--- src/rtl/core/zcoc_pkg.sv ---
// ----------------------------------------------------------------------------
// Zone crossing occupancy counter package
// Shared types, register indexes, event codes and the window test.
// ----------------------------------------------------------------------------
package zcoc_pkg;

   localparam int unsigned DIST_W  = 18;
   localparam int unsigned ANGLE_W = 16;
   localparam int unsigned QUAL_W  = 8;
   localparam int unsigned AGE_W   = 8;
   localparam int unsigned COUNT_W = 10;
   localparam int unsigned CSR_IDX_W  = 3;
   localparam int unsigned CSR_DATA_W = 18;

   localparam logic [AGE_W-1:0] AGE_MAX = '1;

   localparam logic [CSR_IDX_W-1:0] CSR_RANGE_LIMIT = 3'd0;
   localparam logic [CSR_IDX_W-1:0] CSR_ENTRY_ANGLE = 3'd1;
   localparam logic [CSR_IDX_W-1:0] CSR_EXIT_ANGLE  = 3'd2;
   localparam logic [CSR_IDX_W-1:0] CSR_HALF_WIDTH  = 3'd3;
   localparam logic [CSR_IDX_W-1:0] CSR_COOLDOWN    = 3'd4;
   localparam logic [CSR_IDX_W-1:0] CSR_COUNT_LIMIT = 3'd5;

   localparam logic [1:0] EV_NONE    = 2'd0;
   localparam logic [1:0] EV_COUNTED = 2'd1;
   localparam logic [1:0] EV_TEACHER = 2'd2;

   typedef struct packed {
      logic [DIST_W-1:0]  range_limit;
      logic [ANGLE_W-1:0] entry_angle;
      logic [ANGLE_W-1:0] exit_angle;
      logic [ANGLE_W-1:0] half_width;
      logic [AGE_W-1:0]   cooldown;
      logic [COUNT_W-1:0] count_limit;
   } csr_type;

   typedef struct packed {
      logic [1:0] ev_code;
      logic       counted;
   } zone_status_type;

   function automatic logic in_window(logic [ANGLE_W-1:0] angle,
                                      logic [ANGLE_W-1:0] line,
                                      logic [ANGLE_W-1:0] window);
      logic [ANGLE_W-1:0] diff;
      diff = (angle >= line) ? (angle - line) : (line - angle);
      return diff < window;
   endfunction

endpackage

--- src/rtl/core/zcoc_csr.sv ---
// ----------------------------------------------------------------------------
// Configuration registers
// Write-only register file with the documented reset values.
// ----------------------------------------------------------------------------
module zcoc_csr
   import zcoc_pkg::*;
(
   input  logic                  clock,
   input  logic                  reset,
   input  logic                  csr_write,
   input  logic [CSR_IDX_W-1:0]  csr_index,
   input  logic [CSR_DATA_W-1:0] csr_data,
   output csr_type               cfg
);

   csr_type cfg_ff;
   csr_type cfg_in;

   always_comb begin
      cfg_in = cfg_ff;
      if (csr_write) begin
         unique case (csr_index)
            CSR_RANGE_LIMIT: cfg_in.range_limit = csr_data[DIST_W-1:0];
            CSR_ENTRY_ANGLE: cfg_in.entry_angle = csr_data[ANGLE_W-1:0];
            CSR_EXIT_ANGLE:  cfg_in.exit_angle  = csr_data[ANGLE_W-1:0];
            CSR_HALF_WIDTH:  cfg_in.half_width  = csr_data[ANGLE_W-1:0];
            CSR_COOLDOWN:    cfg_in.cooldown    = csr_data[AGE_W-1:0];
            CSR_COUNT_LIMIT: cfg_in.count_limit = csr_data[COUNT_W-1:0];
            default: ;
         endcase
      end
   end

   always_ff @(posedge clock) begin
      if (reset) begin
         cfg_ff.range_limit <= DIST_W'(4000);
         cfg_ff.entry_angle <= '0;
         cfg_ff.exit_angle  <= ANGLE_W'(32768);
         cfg_ff.half_width  <= ANGLE_W'(910);
         cfg_ff.cooldown    <= AGE_W'(3);
         cfg_ff.count_limit <= COUNT_W'(64);
      end else begin
         cfg_ff <= cfg_in;
      end
   end

   assign cfg = cfg_ff;

endmodule

--- src/rtl/core/zcoc_zone.sv ---
// ----------------------------------------------------------------------------
// Zone tracker
// Window test, inside flag and cooldown age of one zone.
// ----------------------------------------------------------------------------
module zcoc_zone
   import zcoc_pkg::*;
(
   input  logic               clock,
   input  logic               reset,
   input  logic               step,
   input  logic               tick,
   input  logic               sample_ok,
   input  logic               teacher,
   input  logic [ANGLE_W-1:0] angle,
   input  logic [ANGLE_W-1:0] line,
   input  logic [ANGLE_W-1:0] window,
   input  logic [AGE_W-1:0]   cooldown,
   output zone_status_type    status
);

   logic             inside_ff;
   logic             inside_in;
   logic [AGE_W-1:0] age_ff;
   logic [AGE_W-1:0] age_in;
   logic             hit;
   logic             fire;

   assign hit  = in_window(angle, line, window);
   assign fire = sample_ok && hit && !inside_ff && (age_ff >= cooldown);

   always_comb begin
      inside_in = inside_ff;
      age_in    = age_ff;
      if (tick && (age_ff != AGE_MAX)) begin
         age_in = age_ff + AGE_W'(1);
      end
      if (sample_ok) begin
         inside_in = hit;
      end
      if (fire) begin
         age_in = '0;
      end
   end

   always_comb begin
      status.ev_code = EV_NONE;
      status.counted = 1'b0;
      if (fire) begin
         status.ev_code = teacher ? EV_TEACHER : EV_COUNTED;
         status.counted = !teacher;
      end
   end

   always_ff @(posedge clock) begin
      if (reset) begin
         inside_ff <= 1'b0;
         age_ff    <= AGE_MAX;
      end else if (step) begin
         inside_ff <= inside_in;
         age_ff    <= age_in;
      end
   end

endmodule

--- src/rtl/core/zone_crossing_occupancy_counter.sv ---
// ----------------------------------------------------------------------------
// Zone crossing occupancy counter
// Counts vehicles crossing entry and exit angle windows of a range scanner.
// ----------------------------------------------------------------------------
// An item moves from the single input registers to the single result registers.
// Throughput: one item per cycle, set by those registers, while results flow.
// Reset clears the count and zone flags, saturates both ages at 255 and loads
// the configuration defaults; no clearing pass is needed.
module zone_crossing_occupancy_counter
   import zcoc_pkg::*;
(
   input  logic                  clock,
   input  logic                  reset,
   input  logic                  req_valid,
   output logic                  req_ready,
   input  logic                  req_mode,
   input  logic [ANGLE_W-1:0]    req_angle_q14,
   input  logic [DIST_W-1:0]     req_distance_q2,
   input  logic [QUAL_W-1:0]     req_quality,
   input  logic                  req_teacher_recent,
   output logic                  rsp_valid,
   input  logic                  rsp_ready,
   output logic [COUNT_W-1:0]    rsp_occupancy,
   output logic [1:0]            rsp_entry_event,
   output logic [1:0]            rsp_exit_event,
   output logic                  rsp_sample_accepted,
   input  logic                  csr_write,
   input  logic [CSR_IDX_W-1:0]  csr_index,
   input  logic [CSR_DATA_W-1:0] csr_data
);

   csr_type            cfg;
   zone_status_type    entry_status;
   zone_status_type    exit_status;

   logic               in_valid_ff;
   logic               mode_ff;
   logic [ANGLE_W-1:0] angle_ff;
   logic [DIST_W-1:0]  dist_ff;
   logic [QUAL_W-1:0]  qual_ff;
   logic               teacher_ff;

   logic               rsp_valid_ff;
   logic [COUNT_W-1:0] occ_ff;
   logic [1:0]         entry_ev_ff;
   logic [1:0]         exit_ev_ff;
   logic               accepted_ff;

   logic [COUNT_W-1:0] count_ff;
   logic [COUNT_W-1:0] count_mid;
   logic [COUNT_W-1:0] count_in;

   logic               advance;
   logic               tick;
   logic               sample_ok;

   zcoc_csr u_csr (
      .clock     (clock),
      .reset     (reset),
      .csr_write (csr_write),
      .csr_index (csr_index),
      .csr_data  (csr_data),
      .cfg       (cfg)
   );

   assign advance   = in_valid_ff && (!rsp_valid_ff || rsp_ready);
   assign req_ready = !in_valid_ff || advance;
   assign tick      = mode_ff;
   assign sample_ok = !mode_ff && (qual_ff != '0) && (dist_ff != '0) &&
                      (dist_ff <= cfg.range_limit);

   zcoc_zone u_entry (
      .clock     (clock),
      .reset     (reset),
      .step      (advance),
      .tick      (tick),
      .sample_ok (sample_ok),
      .teacher   (teacher_ff),
      .angle     (angle_ff),
      .line      (cfg.entry_angle),
      .window    (cfg.half_width),
      .cooldown  (cfg.cooldown),
      .status    (entry_status)
   );

   zcoc_zone u_exit (
      .clock     (clock),
      .reset     (reset),
      .step      (advance),
      .tick      (tick),
      .sample_ok (sample_ok),
      .teacher   (teacher_ff),
      .angle     (angle_ff),
      .line      (cfg.exit_angle),
      .window    (cfg.half_width),
      .cooldown  (cfg.cooldown),
      .status    (exit_status)
   );

   // Entry is applied before exit, so an exit sees the incremented count.
   always_comb begin
      count_mid = count_ff;
      if (entry_status.counted && (count_ff < cfg.count_limit)) begin
         count_mid = count_ff + COUNT_W'(1);
      end
      count_in = count_mid;
      if (exit_status.counted && (count_mid != '0)) begin
         count_in = count_mid - COUNT_W'(1);
      end
   end

   always_ff @(posedge clock) begin
      if (reset) begin
         in_valid_ff <= 1'b0;
      end else if (req_ready) begin
         in_valid_ff <= req_valid;
      end
   end

   always_ff @(posedge clock) begin
      if (req_valid && req_ready) begin
         mode_ff    <= req_mode;
         angle_ff   <= req_angle_q14;
         dist_ff    <= req_distance_q2;
         qual_ff    <= req_quality;
         teacher_ff <= req_teacher_recent;
      end
   end

   always_ff @(posedge clock) begin
      if (reset) begin
         count_ff     <= '0;
         rsp_valid_ff <= 1'b0;
      end else begin
         if (advance) begin
            count_ff <= count_in;
         end
         if (advance) begin
            rsp_valid_ff <= 1'b1;
         end else if (rsp_ready) begin
            rsp_valid_ff <= 1'b0;
         end
      end
   end

   always_ff @(posedge clock) begin
      if (advance) begin
         occ_ff      <= count_in;
         entry_ev_ff <= entry_status.ev_code;
         exit_ev_ff  <= exit_status.ev_code;
         accepted_ff <= sample_ok;
      end
   end

   assign rsp_valid           = rsp_valid_ff;
   assign rsp_occupancy       = occ_ff;
   assign rsp_entry_event     = entry_ev_ff;
   assign rsp_exit_event      = exit_ev_ff;
   assign rsp_sample_accepted = accepted_ff;

   a_no_event_without_sample: assert property (@(posedge clock) disable iff (reset)
      rsp_valid_ff && !accepted_ff |-> (entry_ev_ff == EV_NONE) && (exit_ev_ff == EV_NONE))
      else $error("event reported for an item that was not an accepted sample");

   a_count_holds_when_idle: assert property (@(posedge clock) disable iff (reset)
      !advance |=> $stable(count_ff))
      else $error("count changed without an item advancing");

   a_result_matches_count: assert property (@(posedge clock) disable iff (reset)
      advance |=> (occ_ff == count_ff))
      else $error("reported occupancy differs from the stored count");

   a_ready_when_empty: assert property (@(posedge clock) disable iff (reset)
      !in_valid_ff |-> req_ready)
      else $error("input stage empty but not ready");

endmodule

--- config.mk ---
export PLATFORM = sky130hd
export DESIGN_NAME = zone_crossing_occupancy_counter
export DESIGN_NICKNAME = d
export VERILOG_FILES = /design/src/rtl/core/zcoc_pkg.sv /design/src/rtl/core/zcoc_csr.sv /design/src/rtl/core/zcoc_zone.sv /design/src/rtl/core/zone_crossing_occupancy_counter.sv
export SDC_FILE = /design/constraint.sdc
export NUM_CORES = 1
export LEC_CHECK = 0
export BUFFER_PORTS_ARGS = -buffer_cell sky130_fd_sc_hd__buf_2
export CAP_MARGIN = 20
export CORE_AREA = 3 3 168 137
export DETAILED_ROUTE_END_ITERATION = 6
export DIE_AREA = 0 0 171 140
export GPL_TIMING_DRIVEN = 0
export PLACE_DENSITY = 0.72
export SLEW_MARGIN = 20
export SYNTH_ARGS = -nofsm -noshare
export SYNTH_HDL_FRONTEND = slang
export SYNTH_SLANG_ARGS = --single-unit
export TNS_END_PERCENT = 1
--- constraint.sdc ---
create_clock -name clock -period 10.82 [get_ports clock]
set_input_delay 2.164 -clock clock [delete_from_list [all_inputs] [get_ports clock]]
set_output_delay 2.164 -clock clock [all_outputs]
set_load 0.02 [all_outputs]
# Yosys cells after proc, flatten, opt, wreduce, memory -nomap -nowiden
# Index checks and enable logic that the tools add are counted.
# W data, S select, Z words.
totals:
  ff_bits: 173
  in_bits: 70
  output_inout_bits: 17
  wordCells: 97
op_classes:
  n_addsub: 8
  magnitude_cmp: 8
  eq_ne: 7
  n_mux: 13
  reduce_logical: 39
ops:
  columns: ["cell", "n"]
  rows:
  - ["$sub A16 B16 Y16", 4]
  - ["$ge A16 B16 Y1", 2]
  - ["$lt A16 B16 Y1", 2]
  - ["$mux W16", 2]
  - ["$mux W8", 4]
  - ["$mux W10", 2]
  - ["$le A18 B18 Y1", 1]
  - ["$reduce_and A2 Y1", 9]
  - ["$reduce_bool A18 Y1", 1]
  - ["$add A8 B1 Y8 const B", 2]
  - ["$ge A8 B8 Y1", 2]
  - ["$ne A8 B8 Y1 const B", 2]
  - ["$logic_and A1 B1 Y1", 15]
  - ["$add A10 B1 Y10 const B", 1]
  - ["$lt A10 B10 Y1", 1]
  - ["$reduce_bool A10 Y1", 1]
  - ["$sub A10 B1 Y10 const B", 1]
  - ["$reduce_bool A8 Y1", 1]
  - ["$eq A3 B2 Y1 const B", 2]
  - ["$eq A3 B3 Y1 const B", 2]
  - ["$logic_not A1 Y1", 6]
  - ["$reduce_bool A2 Y1", 3]
  - ["$mux W1", 4]
  - ["$eq A3 B1 Y1 const B", 1]
  - ["3 further kinds", 4]

# Longest topological paths before layout
# Gate-level depths: netlist (run 1).
logic_depth:
  ltp_word: 13
  depth_mapped: 29
  ltp_nobuf: 28

# Modules after synthesis
# From an unflattened synthesis (run 1), not the netlist that was laid out.
unflattened:
  cells_unflattened: 1344
  hier_area_um2: 12495.7
modules_own_cells:
  columns: ["mod", "n_inst", "cells_per_inst", "area_per_inst_um2", "seq_area_each_um2"]
  rows:
  - ["zone_crossing_occupancy_counter", 1, 310, 3822.4, 2011.9]
  - ["zcoc_csr", 1, 313, 3362.0, 1681.6]
  - ["zcoc_zone (u_exit)", 1, 366, 2660.1, 180.2]
  - ["zcoc_zone (u_entry)", 1, 355, 2651.3, 180.2]

# Least setup slack after synthesis (run 1)
# OpenSTA, ideal clock, no wires.
synth_timing:
  kind: "register to register"
  from: "register angle_ff[0]"
  to: "register count_ff[5]"
  setup_time_ns: 0.121
  t_arrival_ns: 6.990
  required_time_ns: 10.699
  setup_slack_ns: 3.709
  path_stages_with_launch: 29
  path_buffers: 3
  synth_period_minus_slack_ns: 7.111
  path_cell_list: "edfxtp_1 inv_1 ha_1 inv_1 fa_1 a21o_1 a21o_1 a21o_1 a21oi_1 o21ai_0 o31ai_2 clkbuf_1 buf_1 mux2i_1 xnor2_1 ha_1 a211o_1 a31o_1 a211oi_2 o211ai_2 nor4_4 clkbuf_1 mux2i_1 ha_1 o221ai_2 o31ai_4 nand3b_1 mux2i_1 mux2_2"
synth_via:
  elab_chain_cells: 12
  word_cells_on_any_way: 24
  cone_classes: "add/sub (5); order compare (4); mux (6); reduce/logical (9)"
synth_rtl:
  columns: ["item", "line", "rtl"]
  rows:
  - ["start: declaration", "zone_crossing_occupancy_counter.sv:38", "logic [ANGLE_W-1:0] angle_ff;"]
  - ["start signal: assignment", "zone_crossing_occupancy_counter.sv:123", "angle_ff <= req_angle_q14;"]
  - ["parallel branches: the longest is 11 deep, another holds $sub A16 B16 Y16", null, null]
  - ["$mux W10 *", "zone_crossing_occupancy_counter.sv:107", "if (exit_status.counted && (count_mid != '0)) begin"]
  - ["end signal: assignment", "zone_crossing_occupancy_counter.sv:136", "count_ff <= count_in;"]
  - ["end: declaration", "zone_crossing_occupancy_counter.sv:49", "logic [COUNT_W-1:0] count_ff;"]
# Mark *: on every way between the ends.
# A chain may end at the register's enable or synchronous reset.

# Worst setup path in the final report (run 1)
# Ends and elaborated chain as after synthesis.

==> qor.yml, run 1 <==
route:
  via_per_inst: 5.84
  drt_iter0_drc: 847
  num_vias: 10200
  ant_nets: 0
  routed.top_layer: "met5"
  totalWireLength_um: 32300
  drc: 0
  dr.pass1.iters: 5
  wl_met2_um: 13400
  post_drt_wl_per_cell_um: 18.4
  met1_length_um: 15200
  wl_met3_um: 3050
clock_network:
  cts_buffer_depth: 2
  cts_setup_buffers: 0
  root_buffer: "clkbuf_16"
  cts.sinks: 173
  hold_buffers: 0
  path_clk_slew_ns: 0.07
  cts_tree: "done"
  clock_insertion_delay_worst_skew_ns: 0.46
  cts_buffers: 17
  cts_resized: 0
  htree_levels: 4
die:
  initial_core_util_pct: 53.7
  rows: 48
  die_area_um2: 23900
  boundaryPins: 87
  fp.coreArea_um2: 21500
  die_w_um: 171
  die_h_um: 140
power_and_ir_drop:
  total_power_mw: 1.71
  ir_drop_mv: 0.114
  leakage_nw: 5.39
  powerDensity_nw_per_um2: 132
critical_path:
  worst_setup_path_start_kind: "flop"
  setup.worst_path.end_class: "flop"
  path_class: "reg -> reg"
  cp_max_fo: 10
  cp_data_required_time_ns: 11.15
  slowest_stage: "o31ai_2"
  worstPathArrival_ns: 9.51
  crit_path_max_incr_delay_ns: 0.68
synthesis:
  ys_seq_elements: 173
  synthSimpleGateAreaFrac_pct: 16.7
  synth.mux.area_fraction_pct: 2.73
  ys.flop_type: "dfxtp_1"
  yosysWarningCount: 0
  synth_compound_area_share_pct: 19.5
  synth.avg_cell_area_um2: 8.51
  synth_enable_flop_cells: 59
  ys_seq_area_share_pct: 35.1
  synthAdderAreaFrac_pct: 15.8
  synthXorXnorAreaFrac_pct: 4.32
  netlist-cell-type-count: 68
  synth_nets: 1570
  syn_inst: 1357
  synth_top_family_by_area: "compound AO/OA/AOI/OAI gates"
  synthArstFlopShare_pct: 0
  syn_area_um2: 11500
layout:
  nets: 1676
  final_area_um2: 12900
  final_core_util_pct: 60.2
  syn_to_final_growth_pct: 12.2
  finalNonFillerCells: 1751
  drive_above_1_share_pct: 9.96
  antenna_cells: 0
placed_design:
  dpl-instance-area_um2: 12300
  place_ws_ns: 1.86
  port_buffers: 85
  dp_hpwl_um: 24700
  post-place-cells: 1719
  place_congestion: 0.960
grt:
  grt_max_degree: 34
  grt_usage_pct: 27.4
  antenna_found_initial: 2
  grt_pass1_wl_um: 51300
  grt_pass1_vias: 9546
  overflow: 0
timing:
  period_share_pct: 84.8
  period_minus_slack_ns: 9.18
  setup-violations-final: 0
  fin_ws_ns: 1.64
  worst_clock_skew_ns: 0.0181
  slew_headroom_pct: 22.0
  rsz0062_at_grt: "no"
  finalMaxSlewViolations: 0
  holdWs_ns: 0.458
  setup_tns_ns: 0
  max_freq_mhz: 109
  tightest_slew_ns: 1.16
  final-hold-violation-count: 0
flow_run:
  maxCapViolations: 0
min_path:
  hold_class: "reg -> reg"
status:
  status: "complete, no violations"
[metal layers]
layer | GRT usage (%) | vias up
li1 | - | 4994
met1 | 41.2 | 4820
met2 | 39.0 | 365
met3 | 7.45 | 40
met4 | 6.52 | 4
met5 | 0 | -
[area by class of cell]
class,count,area (um2)
plain buffers,54,203
clock buffers,18,450
clock inverters,14,149
fillers,1921,8550
inverters,126,473
multi-input cells,1004,6820
flip-flops and latches,173,4050
well taps,275,344
repair buffers,87,453
[cell usage after synthesis, types with 3 or more instances]
cell / instances / area share, %
xor2_1: 23 / 1.7
and3_1: 14 / 0.76
a221o_1: 6 / 0.52
o211ai_1: 17 / 1.1
nor2b_1: 11 / 0.60
or4_1: 3 / 0.20
o21a_1: 11 / 0.72
a21o_1: 33 / 2.1
dfxtp_1: 114 / 20
nand2b_1: 14 / 0.76
o22ai_1: 3 / 0.16
clkbuf_1: 48 / 1.6
or3_1: 5 / 0.27
and4_1: 7 / 0.53
nand3_1: 21 / 0.91
o21bai_1: 19 / 1.2
nor3_1: 16 / 0.69
nand3b_1: 4 / 0.26
a211oi_1: 12 / 0.78
mux2_2: 12 / 1.2
o21ai_0: 51 / 2.2
a31oi_1: 10 / 0.54
nor4_1: 12 / 0.65
buf_1: 6 / 0.20
nand4_1: 19 / 1.0
nand2_1: 206 / 6.7
and2_1: 7 / 0.38
a21oi_1: 145 / 6.3
edfxtp_1: 59 / 15
nor2_1: 74 / 2.4
o31ai_1: 6 / 0.39
a31o_2: 4 / 0.30
a221oi_1: 5 / 0.38
mux2i_1: 18 / 1.6
inv_1: 125 / 4.1
ha_1: 139 / 15
fa_1: 4 / 0.69
xnor2_1: 34 / 2.6
a2111oi_0: 3 / 0.23
[path summary, 6_finish.rpt]
path | from | end | slack (ns) | cells past startpoint
max | angle_ff[0]$_DFFE_PP_ | count_ff[5]$_SDFFE_PP0P_ | 1.64 | 28
min | u_csr.cfg[29]$_SDFFE_PP0P_ | u_csr.cfg[29]$_SDFFE_PP0P_ | 0.46 | 2
max reg2reg | angle_ff[0]$_DFFE_PP_ | count_ff[5]$_SDFFE_PP0P_ | 1.64 | 28
min reg2reg | u_csr.cfg[29]$_SDFFE_PP0P_ | u_csr.cfg[29]$_SDFFE_PP0P_ | 0.46 | 2
[state kept, by name, summed over array words and instances (netlist names), 2 cells and up]
signal and flops:
qual_ff 8, u_exit.age_ff 8, count_ff 10, rsp_exit_event 2, rsp_occupancy 10, dist_ff 18
u_entry.age_ff 8, angle_ff 16, rsp_entry_event 2, u_csr.cfg 84
[cell usage in the layout, fill, tap and decap left out, types with 4 or more instances in the layout]
| cell type | n |
|---|---|
| clkbuf_1 | 48 |
| nor3_1 | 16 |
| buf_1 | 6 |
| nor2_1 | 74 |
| xor2_1 | 23 |
| nand3_1 | 21 |
| ha_1 | 139 |
| o211ai_1 | 17 |
| o21bai_1 | 19 |
| mux2_2 | 12 |
| and3_1 | 14 |
| a31o_2 | 4 |
| a221o_1 | 6 |
| or3_1 | 5 |
| a21oi_1 | 145 |
| nand3b_1 | 4 |
| o21a_1 | 11 |
| nand2b_1 | 14 |
| dfxtp_1 | 114 |
| nor4_1 | 11 |
| nand4_1 | 19 |
| o21ai_0 | 51 |
| edfxtp_1 | 59 |
| and4_1 | 7 |
| a221oi_1 | 5 |
| clkbuf_16 | 18 |
| and2_1 | 6 |
| nand2_1 | 206 |
| a211oi_1 | 12 |
| nor2b_1 | 11 |
| fa_1 | 4 |
| inv_1 | 125 |
| a31oi_1 | 10 |
| xnor2_1 | 34 |
| inv_8 | 4 |
| mux2i_1 | 18 |
| a21o_1 | 33 |
| buf_2 | 85 |
| o31ai_1 | 6 |
[worst max-delay path: cells and delay by family, from the launching register on]
kind	cells	cell delay [ns]
AOI/OAI and AO/OA	12	3.78
muxes	4	1.15
xor gates and xnor gates	1	0.15
and+or+nand+nor	2	0.70
DFF	1	0.42
adders and majority gates	4	1.10
buffers and inverters	5	1.76
[where the power goes]
part           switching (mW)  internal (mW)  total [mW]
Clock                   0.308          0.322       0.629
Combinational           0.217          0.138       0.356
Sequential             0.0235          0.701       0.725
[cells by family (layout without fill, tap and decap cells)]
group	Yosys count	in the layout
flops	173	173
xor+xnor	57	57
simple gates	420	420
mux	30	30
buf+inv	180	299
fa+ha+maj	143	143
compound gates	354	354
Note: power is estimated with default switching activity, not from simulation.
==> run 2: changes to the inputs <==
clock period = 8.8 ns   (was 10.82 ns; I/O delays follow)
==> qor.yml, run 2 (same netlist as run 1, synthesis figures left out) <==
layout:
  nets: 1676
  final_area_um2: 13000
  final_cell_mix: "nand2_1, a21oi_1, ha_1"
  largest_reg_flops: 84
  fill_cells: 1918
  syn_to_final_growth_pct: 12.3
  layout_commonest_cell: "nand2_1"
  drive_above_1_share_pct: 10.2
  antenna_cells: 0
critical_path:
  crit_path_max_incr_delay_ns: 0.50
  worstPathArrival_ns: 8.56
  r2r_end: "count_ff[5]$_SDFFE_PP0P_"
  cp_max_fo: 10
  setup.worst_path.end_class: "flop"
  reg2reg_depth: 28
  slowest_stage: "o31ai_4"
  worst_setup_path_start_kind: "flop"
  timing.rr.start: "angle_ff[0]$_DFFE_PP_"
  crit_end: "count_ff[5]$_SDFFE_PP0P_"
  cp-startpoint: "angle_ff[0]$_DFFE_PP_"
  path_class: "reg -> reg"
  cp_data_required_time_ns: 9.13
  r2r_setup_slack_ns: 0.57
timing:
  max_freq_mhz: 122
  period_share_pct: 93.5
  setup-violations-final: 0
  tightest_slew_ns: 1.11
  setup_tns_ns: 0
  period_minus_slack_ns: 8.23
  finalMaxSlewViolations: 0
  holdWs_ns: 0.457
  final-hold-violation-count: 0
  slew_headroom_pct: 25.5
  rsz0062_at_grt: "no"
  worst_clock_skew_ns: 0.0144
power_and_ir_drop:
  leakage_nw: 5.40
  powerDensity_nw_per_um2: 162
  ir_drop_mv: 0.140
grt:
  grt_usage_pct: 27.4
  overflow: 0
  antenna_found_initial: 2
  grt_max_degree: 34
  grt_pass1_wl_um: 51300
  grt_pass1_vias: 9546
die:
  rows: 48
  fp.coreArea_um2: 21500
  die_area_um2: 23900
  die_w_um: 171
  die_h_um: 140
  boundaryPins: 87
  initial_core_util_pct: 53.7
route:
  via_per_inst: 5.87
  dr.pass1.iters: 5
  totalWireLength_um: 32300
  drt_iter0_drc: 818
  num_vias: 10300
  post_drt_wl_per_cell_um: 18.4
  drc: 0
  ant_nets: 0
placed_design:
  place_congestion: 0.960
  dp_hpwl_um: 24700
  dpl-instance-area_um2: 12300
  port_buffers: 85
clock_network:
  cts_buffers: 17
  htree_levels: 4
  cts_setup_buffers: 0
  clock_insertion_delay_worst_skew_ns: 0.45
  cts_tree: "done"
  cts.sinks: 173
  root_buffer: "clkbuf_16"
  path_clk_slew_ns: 0.07
  cts_buffer_depth: 2
status:
  status: "complete, no violations"
flow_run:
  maxCapViolations: 0
min_path:
  hold_class: "reg -> reg"
==> run 2: cell counts in the layout (fill, tap and decap cells not counted) <==
No cell type changed its count.
==> run 2: layer usage <==
metal | track usage, % | up-vias | wire length (um)
li1 | - | 4990 | -
met1 | 41.2 | 4849 | 14900
met2 | 39.0 | 403 | 13400
met3 | 7.45 | 39 | 3380
met4 | 6.52 | 4 | 533
met5 | 0 | - | 27
==> run 2: worst min path at each step <==
stage,from,to,depth (start not counted)
final,u_csr.cfg[28]$_SDFFE_PP0P_,u_csr.cfg[28]$_SDFFE_PP0P_,2
after global placement,u_csr.cfg[32]$_SDFFE_PP0P_,u_csr.cfg[32]$_SDFFE_PP0P_,2
after CTS,u_csr.cfg[33]$_SDFFE_PP0P_,u_csr.cfg[33]$_SDFFE_PP0P_,2
after floorplan,u_csr.cfg[12]$_SDFFE_PP0P_,u_csr.cfg[12]$_SDFFE_PP0P_,2
after detailed placement,u_csr.cfg[33]$_SDFFE_PP0P_,u_csr.cfg[33]$_SDFFE_PP0P_,2
after global routing,u_csr.cfg[17]$_SDFFE_PP0P_,u_csr.cfg[17]$_SDFFE_PP0P_,2
==> run 2: final cells by class <==
cell class              count  area (um2)  area share [%]
repair buffers             87         453            3.49
clock buffers              18         450            3.47
inverters                 126         473            3.65
multi-input cells        1004        6840            52.7
plain buffers              54         206            1.59
flip-flops and latches    173        4050            31.3
well taps                 275         344            2.65
clock inverters            14         149            1.15
==> run 2: power breakdown <==
group          switching (mW)  internal, mW  total, mW
clock network           0.375         0.395      0.771
logic                   0.268         0.171      0.439
registers              0.0289         0.862      0.891
total                   0.672          1.43       2.10
==> run 2: critical path, delay by kind of cell (launching register included) <==
kind / cells / cell delay, ns
compound gates: 12 / 3.44
buf+inv: 5 / 1.18
flops: 1 / 0.42
fa+ha+maj: 4 / 1.08
simple gates: 2 / 0.70
xor+xnor: 1 / 0.15
mux: 4 / 1.09
==> run 2: repair_timing <==
action                                  in CTS  in global routing
hold buffers                                 0                  0
gates resized for setup                      1                  6
endpoints found under the setup margin       3                 16
==> run 2: per-stage QoR <==
step,setup WS [ns],std cells,power (mW),util [%]
4_1_cts,0.0548,1751,2.10,60.2
2_1_floorplan,1.69,1357,1.20,-
5_1_grt,0.0955,1751,2.20,60.3
6_report,0.574,1751,2.10,60.3
3_5_place_dp,-0.156,1719,1.33,57.4
3_3_place_gp,-0.0852,1717,1.32,57.3
